### config.mk
export PLATFORM = sky130hd
export DESIGN_NAME = three_level_page_table_walker_core
export DESIGN_NICKNAME = d
export VERILOG_FILES = /design/src/hw/rtl/ptw_pkg.sv /design/src/hw/rtl/three_level_page_table_walker_core.sv /design/src/hw/rtl/ptw_step.sv /design/src/hw/rtl/ptw_outbuf.sv
export SDC_FILE = /design/constraint.sdc
export NUM_CORES = 1
export LEC_CHECK = 0
export ABC_AREA = 1
export ABC_CLOCK_PERIOD_IN_PS = 7200
export CAP_MARGIN = 5
export CORE_MARGIN = 2
export CORE_UTILIZATION = 60
export DETAILED_ROUTE_END_ITERATION = 10
export DONT_BUFFER_PORTS = 1
export PLACE_DENSITY = 0.76
export SYNTH_ARGS = -nofsm -noshare
export SYNTH_HDL_FRONTEND = slang
export SYNTH_SLANG_ARGS = --single-unit
### constraint.sdc
create_clock -name clk_i -period 7.2 [get_ports clk_i]
set_clock_uncertainty 0.1 [all_clocks]
set_input_delay 0.36 -clock clk_i [delete_from_list [all_inputs] [get_ports clk_i]]
set_output_delay 0.36 -clock clk_i [all_outputs]
set_load 0.01 [all_outputs]
### src/hw/rtl/ptw_pkg.sv
// Shared types and constants for the three-level page table walker.
package ptw_pkg;

  localparam int unsigned PAGE_SHIFT = 13;
  localparam int unsigned VIRT_BITS  = 43;
  localparam int unsigned ADDR_W     = 45;
  localparam int unsigned IDX_W      = 10;
  localparam int unsigned PIDX_W     = 3 * IDX_W;
  localparam int unsigned TOP_W      = 64 - VIRT_BITS;

  // PTE bit positions
  localparam int unsigned PTE_V      = 0;
  localparam int unsigned PTE_FOR    = 1;
  localparam int unsigned PTE_FOE    = 3;
  localparam int unsigned PTE_KRE    = 8;
  localparam int unsigned PTE_KWE    = 12;
  localparam int unsigned PTE_PFN_LO = 32;

  typedef enum logic [0:0] {
    REQ_XLATE = 1'b0,
    REQ_PTE   = 1'b1
  } req_e;

  typedef enum logic [0:0] {
    KIND_READ = 1'b0,
    KIND_DONE = 1'b1
  } kind_e;

  typedef enum logic [2:0] {
    FC_OK    = 3'd0,
    FC_ACV   = 3'd1,
    FC_NV    = 3'd2,
    FC_FOR   = 3'd3,
    FC_FOW   = 3'd4,
    FC_FOE   = 3'd5
  } fault_e;

  // Walk level, one-hot
  typedef enum logic [3:0] {
    LVL_IDLE = 4'b0001,
    LVL_L1   = 4'b0010,
    LVL_L2   = 4'b0100,
    LVL_L3   = 4'b1000
  } level_e;

  typedef struct packed {
    level_e              level;
    logic [PIDX_W-1:0]   page_idx;
    logic [2:0]          need;
    logic [1:0]          mode;
  } walk_t;

  typedef struct packed {
    logic              out_kind;
    logic [ADDR_W-1:0] read_addr;
    logic [ADDR_W-1:0] phys_addr;
    logic [2:0]        prot_bits;
    logic [2:0]        fault_code;
  } res_t;

endpackage

### src/hw/rtl/three_level_page_table_walker_core.sv
// A result beat is registered in the output buffer before it is offered.
// Throughput: one input beat per cycle; the walk state and a two-entry output
// buffer (output register plus skid entry) set the rate, and a full buffer stalls input.
// Reset (async, active low): walk idle, saved walk fields and table base cleared,
// output buffer empty.
// Top level: walk state registers, table base register and result buffer.
module three_level_page_table_walker_core (
  input  logic                       clk_i,
  input  logic                       rst_ni,
  input  logic                       cfg_we_i,
  input  logic [ptw_pkg::ADDR_W-1:0] cfg_wdata_i,
  input  logic                       in_valid_i,
  output logic                       in_ready_o,
  input  logic                       req_type_i,
  input  logic [63:0]                virt_addr_i,
  input  logic [2:0]                 access_need_i,
  input  logic [1:0]                 mode_index_i,
  input  logic [63:0]                pte_data_i,
  output logic                       out_valid_o,
  input  logic                       out_ready_i,
  output logic                       out_kind_o,
  output logic [ptw_pkg::ADDR_W-1:0] read_addr_o,
  output logic [ptw_pkg::ADDR_W-1:0] phys_addr_o,
  output logic [2:0]                 prot_bits_o,
  output logic [2:0]                 fault_code_o
);
  import ptw_pkg::*;

  walk_t             walk_q, walk_d;
  logic [ADDR_W-1:0] table_base_q;
  logic              res_valid;
  res_t              res;
  res_t              out_data;
  logic              buf_ready;
  logic              in_beat;

  assign in_ready_o = buf_ready;
  assign in_beat    = in_valid_i && buf_ready;

  ptw_step u_step (
    .walk_i        (walk_q),
    .table_base_i  (table_base_q),
    .req_type_i    (req_type_i),
    .virt_addr_i   (virt_addr_i),
    .access_need_i (access_need_i),
    .mode_index_i  (mode_index_i),
    .pte_data_i    (pte_data_i),
    .walk_o        (walk_d),
    .res_valid_o   (res_valid),
    .res_o         (res)
  );

  // Hold walk state, advance on each accepted beat
  always_ff @(posedge clk_i or negedge rst_ni) begin
    if (!rst_ni) begin
      walk_q <= '{level: LVL_IDLE, page_idx: '0, need: '0, mode: '0};
    end else if (in_beat) begin
      walk_q <= walk_d;
    end
  end

  // Table base register
  always_ff @(posedge clk_i or negedge rst_ni) begin
    if (!rst_ni) begin
      table_base_q <= '0;
    end else if (cfg_we_i) begin
      table_base_q <= cfg_wdata_i;
    end
  end

  ptw_outbuf u_outbuf (
    .clk_i       (clk_i),
    .rst_ni      (rst_ni),
    .push_i      (in_beat && res_valid),
    .push_data_i (res),
    .ready_o     (buf_ready),
    .out_valid_o (out_valid_o),
    .out_ready_i (out_ready_i),
    .out_data_o  (out_data)
  );

  assign out_kind_o   = out_data.out_kind;
  assign read_addr_o  = out_data.read_addr;
  assign phys_addr_o  = out_data.phys_addr;
  assign prot_bits_o  = out_data.prot_bits;
  assign fault_code_o = out_data.fault_code;

endmodule

### src/hw/rtl/ptw_step.sv
// Combinational walk step: one request or PTE beat against the walk state.
module ptw_step (
  input  ptw_pkg::walk_t            walk_i,
  input  logic [ptw_pkg::ADDR_W-1:0] table_base_i,
  input  logic                      req_type_i,
  input  logic [63:0]               virt_addr_i,
  input  logic [2:0]                access_need_i,
  input  logic [1:0]                mode_index_i,
  input  logic [63:0]               pte_data_i,
  output ptw_pkg::walk_t            walk_o,
  output logic                      res_valid_o,
  output ptw_pkg::res_t             res_o
);
  import ptw_pkg::*;

  logic [TOP_W-1:0]  top;
  logic              bad_sext;
  logic              superpage;
  logic [ADDR_W-1:0] super_phys;
  logic [PIDX_W-1:0] new_pidx;
  logic [ADDR_W-1:0] frame;
  logic [IDX_W-1:0]  next_idx;
  logic [ADDR_W-1:0] idx_off;
  logic [ADDR_W-1:0] l1_addr;
  logic [ADDR_W-1:0] next_addr;
  logic [3:0]        kre_bits;
  logic [3:0]        kwe_bits;
  logic [2:0]        prot0;
  logic [2:0]        prot1;
  fault_e            fo_code;

  // Decode the translate request
  assign top        = virt_addr_i[63:VIRT_BITS];
  assign bad_sext   = (top != '0) && (top != '1);
  assign superpage  = virt_addr_i[63] && (virt_addr_i[42:41] == 2'b10);
  assign super_phys = {1'b0, virt_addr_i[40], 3'b000, virt_addr_i[39:0]};
  assign new_pidx   = virt_addr_i[PAGE_SHIFT +: PIDX_W];
  assign l1_addr    = table_base_i + ADDR_W'({new_pidx[2*IDX_W +: IDX_W], 3'b000});

  // Decode the returned PTE
  assign frame     = ADDR_W'(pte_data_i[63:PTE_PFN_LO]) << PAGE_SHIFT;
  assign next_idx  = walk_i.level[1] ? walk_i.page_idx[IDX_W +: IDX_W]
                                     : walk_i.page_idx[0 +: IDX_W];
  assign idx_off   = ADDR_W'({next_idx, 3'b000});
  assign next_addr = frame + idx_off;
  assign kre_bits  = pte_data_i[PTE_KRE +: 4];
  assign kwe_bits  = pte_data_i[PTE_KWE +: 4];
  assign prot0     = {kre_bits[walk_i.mode], kwe_bits[walk_i.mode], kre_bits[walk_i.mode]};
  assign prot1     = prot0 & ~pte_data_i[PTE_FOE:PTE_FOR];

  // Pick the fault-on code, execute first
  always_comb begin
    if (walk_i.need[2]) begin
      fo_code = FC_FOE;
    end else if (walk_i.need[1]) begin
      fo_code = FC_FOW;
    end else begin
      fo_code = FC_FOR;
    end
  end

  // Work out next state and result
  always_comb begin
    walk_o      = walk_i;
    res_valid_o = 1'b0;
    res_o       = '0;
    res_o.out_kind = KIND_DONE;
    if (req_type_i == REQ_XLATE) begin
      res_valid_o  = 1'b1;
      walk_o.level = LVL_IDLE;
      if (bad_sext) begin
        res_o.fault_code = FC_ACV;
      end else if (superpage) begin
        if (mode_index_i != 2'd0) begin
          res_o.fault_code = FC_ACV;
        end else begin
          res_o.phys_addr = super_phys;
          res_o.prot_bits = 3'b111;
        end
      end else begin
        walk_o.level     = LVL_L1;
        walk_o.page_idx  = new_pidx;
        walk_o.need      = access_need_i;
        walk_o.mode      = mode_index_i;
        res_o.out_kind   = KIND_READ;
        res_o.read_addr  = l1_addr;
      end
    end else begin
      case (walk_i.level)
        LVL_L1, LVL_L2: begin
          res_valid_o = 1'b1;
          if (!pte_data_i[PTE_V]) begin
            walk_o.level     = LVL_IDLE;
            res_o.fault_code = FC_NV;
          end else if (!pte_data_i[PTE_KRE]) begin
            walk_o.level     = LVL_IDLE;
            res_o.fault_code = FC_ACV;
          end else begin
            walk_o.level    = (walk_i.level == LVL_L1) ? LVL_L2 : LVL_L3;
            res_o.out_kind  = KIND_READ;
            res_o.read_addr = next_addr;
          end
        end
        LVL_L3: begin
          res_valid_o     = 1'b1;
          walk_o.level    = LVL_IDLE;
          res_o.phys_addr = frame;
          if (!pte_data_i[PTE_V]) begin
            res_o.fault_code = FC_NV;
          end else if ((walk_i.need != 3'd0) && ((prot0 & walk_i.need) == 3'd0)) begin
            res_o.prot_bits  = prot0;
            res_o.fault_code = FC_ACV;
          end else if ((walk_i.need != 3'd0) && ((prot1 & walk_i.need) == 3'd0)) begin
            res_o.prot_bits  = prot1;
            res_o.fault_code = fo_code;
          end else begin
            res_o.prot_bits  = prot1;
          end
        end
        default: begin
          // idle: drop stray PTE beat
          res_valid_o = 1'b0;
        end
      endcase
    end
  end

endmodule

### src/hw/rtl/ptw_outbuf.sv
// Two-entry result buffer: output register plus skid entry.
module ptw_outbuf (
  input  logic          clk_i,
  input  logic          rst_ni,
  input  logic          push_i,
  input  ptw_pkg::res_t push_data_i,
  output logic          ready_o,
  output logic          out_valid_o,
  input  logic          out_ready_i,
  output ptw_pkg::res_t out_data_o
);
  import ptw_pkg::*;

  logic out_valid_q, out_valid_d;
  logic skid_valid_q, skid_valid_d;
  res_t out_q, out_d;
  res_t skid_q, skid_d;
  logic pop;
  logic to_out;

  assign ready_o     = !skid_valid_q;
  assign out_valid_o = out_valid_q;
  assign out_data_o  = out_q;
  assign pop         = out_valid_q && out_ready_i;
  assign to_out      = !out_valid_q || (pop && !skid_valid_q);

  // Advance the skid entry, load a new beat where there is room
  always_comb begin
    out_valid_d  = out_valid_q;
    skid_valid_d = skid_valid_q;
    out_d        = out_q;
    skid_d       = skid_q;
    if (pop) begin
      out_valid_d  = skid_valid_q;
      out_d        = skid_q;
      skid_valid_d = 1'b0;
    end
    if (push_i) begin
      if (to_out) begin
        out_valid_d = 1'b1;
        out_d       = push_data_i;
      end else begin
        skid_valid_d = 1'b1;
        skid_d       = push_data_i;
      end
    end
  end

  always_ff @(posedge clk_i or negedge rst_ni) begin
    if (!rst_ni) begin
      out_valid_q  <= 1'b0;
      skid_valid_q <= 1'b0;
    end else begin
      out_valid_q  <= out_valid_d;
      skid_valid_q <= skid_valid_d;
    end
  end

  always_ff @(posedge clk_i) begin
    out_q  <= out_d;
    skid_q <= skid_d;
  end

endmodule
==> results of run 1 <==
state kept, by name (all words and copies together), names as in the netlist:
register and cells:
walk_q 29, table_base_q 45, u_outbuf.out_valid_o 1, u_outbuf.skid_valid_q 1, u_outbuf.skid_q 97, u_outbuf.out_data_o 97
synth_stat cells (all sizes together) (5+ instances only):
master / n / share of area
nand3: 184 / 0.070
mux2: 11 / 0.0094
dfrtp: 75 / 0.14
a31oi: 7 / 0.0038
or2: 5 / 0.0024
nand2: 568 / 0.16
edfxtp: 97 / 0.22
o22ai: 9 / 0.0043
buf: 29 / 0.014
dfxtp: 97 / 0.15
nor3: 21 / 0.0087
clkbuf: 45 / 0.013
o31ai: 5 / 0.0028
nor2: 107 / 0.031
inv: 198 / 0.056
xor2: 6 / 0.0040
o21a: 35 / 0.020
ha: 10 / 0.0095
nand4: 21 / 0.0099
a21oi: 16 / 0.0061
o21ai: 137 / 0.052
final cells by class:
| cell class | count | area (µm²) | area share |
|---|---|---|---|
| sequential | 270 | 6760 | 0.435 |
| multi-input combinational | 1159 | 5400 | 0.347 |
| timing repair buffer | 128 | 1290 | 0.0833 |
| clock buffer | 40 | 816 | 0.0525 |
| inverter | 198 | 746 | 0.0480 |
| tap | 280 | 350 | 0.0226 |
| clock inverter | 12 | 171 | 0.0110 |
| antenna | 1 | 2.50 | 0.000161 |
final timing paths:
check                           slack, ns                              end  cells past startpoint
worst max-delay path                 3.54  u_outbuf.out_data_o[58]$_DFF_P_                      8
min in group asynchronous            0.25     table_base_q[13]$_DFFE_PN0P_                      2
worst min-delay path                 0.02    u_outbuf.skid_q[23]$_DFFE_PP_                      2
worst max register to register       3.54  u_outbuf.out_data_o[58]$_DFF_P_                      8
max in group asynchronous            6.32           walk_q[35]$_DFFE_PN1P_                      2
worst min register to register       0.38           walk_q[35]$_DFFE_PN1P_                      2
power groups by stage:
| stage | sequential [mW] | combinational (mW) | clock [mW] |
|---|---|---|---|
| after floorplan | 2.33 | 0.853 | 0 |
| after global placement | 2.42 | 0.989 | 0 |
| after detailed placement | 2.43 | 1.03 | 0 |
| after CTS | 2.40 | 1.12 | 1.53 |
| after global routing | 2.44 | 1.29 | 1.59 |
| final | 2.41 | 1.14 | 1.52 |
per-layer routing:
metal	up-vias	share of wire	track usage
met4	2	0.044	0.136
li1	5686	-	-
met5	-	0.00033	0
met1	5546	0.40	0.475
met2	631	0.46	0.566
met3	117	0.10	0.0813
kinds of logic after synthesis:
kind of cell | after synthesis | share of synthesized area
muxes | 11 | 0.00936
DFF | 270 | 0.511
and+or+nand+nor | 911 | 0.287
AOI/OAI and AO/OA | 217 | 0.0935
xor gates and xnor gates | 9 | 0.00596
buffers and inverters | 272 | 0.0831
adders and majority gates | 11 | 0.0110
through the flow:
stage / utilization / total power, mW / worst slack (ns)
6_report: 0.714 / 5.07 / 3.54
5_1_grt: 0.714 / 5.32 / 3.23
4_1_cts: 0.714 / 5.05 / 3.69
3_5_place_dp: 0.612 / 3.46 / 3.70
3_3_place_gp: 0.612 / 3.41 / 3.80
2_1_floorplan: - / 3.18 / 1.59
timing repair:
action | in CTS | in global routing
hold endpoints to repair | 261 | 0
gates resized for setup | 0 | 0
hold buffers | 119 | 0
==> results.toml, run 1 <==
[final_layout]
final_layout_size_suffix_gt1_frac = 0.0493
stdcell_area_mm2 = 0.0155
fin_cells = 2088
final_cell_mix = "nand2_1 (566), inv_1 (195), nand3_1 (182)"
layout_commonest_cell = "nand2_1"
area_delta_synth_final_pct = 17.4
nFillCells = 1664
nets = 1980

[place]
place.gp.congestion = 0.926
port_buffers = 0
place_inst = 1916
post_dp_cell_area_mm2 = 0.0133
dp.final_hpwl_mm = 29.0

[power]
swShare = 0.343
p_int_mw = 3.33
power.density_mw_per_mm2 = 326
p_sw_mw = 1.74
p_comb_frac = 0.225
clkPwrFrac = 0.300
ir_drop_uv = 256
pwr-share-seq = 0.475
leakage_nw = 7.30

[critical_path]
crit_top_cell = "inv_1"
arrival_ns = 4.00
critPathMaxFanout = 104
path_cells = "nand2_4 -> o21ai_1 -> inv_1 -> nor2_4 -> inv_4 -> buf_4 -> o21ai_0 -> inv_1"
timing.rr.start = "u_outbuf.out_valid_o$_DFF_PN0_"
crit_required_ns = 7.54
critPathTopFamily = "buffers and inverters"
cp_num_buf_inv = 4
critical_path.startpoint = "u_outbuf.out_valid_o$_DFF_PN0_"
critPathLaunchType = "flip-flop"
endpoint_kind = "flip-flop"
slowest_stage = "buf_4"
cp_slowest_stage_delay_ns = 0.55
crit_type = "flip-flop to flip-flop"

[routing]
firstDrtPassIters = 6
drt-initial-drc-count = 1214
num_vias = 12000
routed_wl_mm = 42.2
drc = 0
vias_per_cell = 5.74
ant_nets = 0
wl_per_cell_um = 20.2

[global_routing]
grt_start_max_net_pins = 105
grt_pass1_wl_mm = 64.3
antenna_found_initial = 2
grt_pass1_vias = 11400
grt_use_total = 0.354
gr-total-overflow = 0

[cts]
clock_latency_ns = 0.57
ctsRootBufferMaster = "clkbuf_16"
clock_sinks = 270
cts_made_buffers = 28
htreeDepth = 1
post_cts_buffers = 0
cts_tree = "built"
clockBufferDepth = 3
clkTransAtPathRegs_ns = 0.06

[logic_synthesis]
syn_nets = 1896
synth-async-reset-ratio = 0.281
synthCells = 1701
synth_edf_count = 97
synth_ff_type = "edfxtp_1"
yosysUniqueCellTypes = 43
ys_seq_area_frac = 0.511
syn_area_per_cell_um2 = 7.78
synth_warnings = 0
synth_seq_cells = 270
syn-cell-area_mm2 = 0.0132

[hold_path]
hold_class = "input port to flip-flop"
hp-start = "pte_data_i[36]"

[job]
drv_cap = 0

[timing]
fmax_mhz = 273
finalCritPeriodShare = 0.508
grt_setup_unrepaired = "false"
drv_slew = 0
hold_viol_final = 0
hold_slack_ns = 0.0248
slew_headroom = 0.332
fin_crit_ns = 3.66
setup_violations = 0
fin_setup_tns_ns = 0
worstMarginPinSlew_ns = 1.00

[die]
core_area_mm2 = 0.0218
rows = 54
die_w_um = 153
dieArea_mm2 = 0.0233
start_util = 0.608
io_pins = 283
die_h_um = 153

[outcome]
status = "complete, no violations"
(Power assumes the default switching activity.)
==> run 2, diff against run 1 <==
Settings changed: ABC_CLOCK_PERIOD_IN_PS 7200 to 3600.
Clock period 7.2 ns to 3.6 ns, I/O delays scaled along.
==> results.toml, run 2 (synthesized netlist as in run 1, its figures left out) <==
[global_routing]
grt_use_total = 0.363
gr-total-overflow = 0
grt_start_max_net_pins = 80
antenna_found_initial = 5
grt_pass1_vias = 12200
grt_pass1_wl_mm = 66.7

[place]
place.gp.congestion = 0.922
dp.final_hpwl_mm = 28.7
port_buffers = 0
place_inst = 1924
post_dp_cell_area_mm2 = 0.0135

[timing]
worstMarginPinSlew_ns = 0.696
drv_slew = 0
hold_viol_final = 0
fin_crit_ns = 3.01
finalCritPeriodShare = 0.836
slew_headroom = 0.536
hold_slack_ns = 0.0250
setup_violations = 0
fmax_mhz = 332
fin_setup_tns_ns = 0
grt_setup_unrepaired = "false"

[cts]
cts_made_buffers = 29
clock_latency_ns = 0.57
ctsRootBufferMaster = "clkbuf_16"
htreeDepth = 1
clockBufferDepth = 3
clock_sinks = 270
cts_tree = "built"
cts_resized = 0
clkTransAtPathRegs_ns = 0.06

[power]
p_int_mw = 6.73
p_sw_mw = 3.54
clkPwrFrac = 0.294
power.density_mw_per_mm2 = 624
ir_drop_uv = 446
p_comb_frac = 0.235
leakage_nw = 7.67
pwr-share-seq = 0.471
swShare = 0.345

[critical_path]
worstRegToRegCells = 9
critPathMaxFanout = 19
crit_required_ns = 4.01
crit_type = "flip-flop to flip-flop"
arrival_ns = 3.42
critical_path.startpoint = "walk_q[36]$_DFFE_PN0P_"
critPathLaunchType = "flip-flop"
timing.rr.start = "walk_q[36]$_DFFE_PN0P_"
endpoint_kind = "flip-flop"

[final_layout]
final_layout_size_suffix_gt1_frac = 0.0506
area_delta_synth_final_pct = 24.4
layout_commonest_cell = "nand2_1"
post-route-util = 0.757
stdcell_area_mm2 = 0.0165
nets = 2070
fin_cells = 2180
final_cell_mix = "nand2_1 (566), dlygate4sd3_1 (198), inv_1 (195)"

[die]
rows = 54
start_util = 0.608
die_h_um = 153
die_w_um = 153
io_pins = 283
dieArea_mm2 = 0.0233
core_area_mm2 = 0.0218

[hold_path]
hold_class = "input port to flip-flop"
holdPathStages = 2
hp-start = "cfg_we_i"

[routing]
wl_per_cell_um = 19.9
vias_per_cell = 5.75
routed_wl_mm = 43.4
ant_nets = 0
drc = 0
num_vias = 12500
firstDrtPassIters = 5
drt-initial-drc-count = 1445

[job]
drv_cap = 0

[outcome]
status = "complete, no violations"
==> run 2: repair_timing <==
action,4_1_cts,5_1_grt
endpoints found under the hold margin,320,0
hold buffers,200,0
endpoints found under the setup margin,0,0
setup buffers,0,0
==> run 2: cell type report <==
| class | count | area [µm²] |
|---|---|---|
| Inverter | 198 | 746 |
| Antenna cell | 3 | 7.51 |
| Tap cell | 280 | 350 |
| Sequential cell | 270 | 6760 |
| Clock buffer | 41 | 831 |
| Timing Repair Buffer | 217 | 2240 |
| Clock inverter | 12 | 133 |
| Fill cell | 1606 | 5300 |
| Multi-Input combinational cell | 1159 | 5400 |
==> run 2: final timing paths <==
path / to / slack [ns]
worst max-delay path: u_outbuf.out_data_o[42]$_DFF_P_ / 0.59
worst min-delay path: table_base_q[11]$_DFFE_PN0P_ / 0.02
worst max register to register: u_outbuf.out_data_o[42]$_DFF_P_ / 0.59
worst min register to register: walk_q[19]$_DFFE_PN0P_ / 0.38
max in group asynchronous: walk_q[35]$_DFFE_PN1P_ / 2.91
min in group asynchronous: table_base_q[16]$_DFFE_PN0P_ / 0.11
==> run 2: power by group through the flow <==
stage	logic [mW]	registers, mW	clock network, mW
floorplan	1.71	4.64	0
CTS	2.36	4.82	3.02
finish	2.42	4.83	3.02
global placement	2.03	4.86	0
detailed placement	2.09	4.88	0
global route	2.72	4.88	3.16
==> run 2: per-layer routing <==
metal | routed length, µm | vias up | global-route usage | part of all wire
met5 | 24 | - | 0 | 0.00055
li1 | - | 5867 | - | -
met2 | 20000 | 669 | 0.586 | 0.46
met1 | 17000 | 5853 | 0.469 | 0.39
met3 | 3960 | 150 | 0.0796 | 0.091
met4 | 2340 | 4 | 0.172 | 0.054
==> run 2: per-stage QoR <==
| step | power (mW) | setup WS (ns) |
|---|---|---|
| 2_1_floorplan | 6.36 | 0.733 |
| 3_3_place_gp | 6.89 | 1.05 |
| 3_5_place_dp | 6.98 | 0.991 |
| 4_1_cts | 10.2 | 0.671 |
| 5_1_grt | 10.8 | 0.390 |
| 6_report | 10.3 | 0.589 |
==> run 2: critical path, cell delays in order (launching register included) <==
cell           delay, ns
dfrtp_1             0.58
nor2_1              0.28
nand3_2             0.19
nor2_2              0.51
buf_4               0.36
nand2_1             0.08
o21ai_0             0.10
dlygate4sd3_1       0.61
o21ai_0             0.09
inv_1               0.06
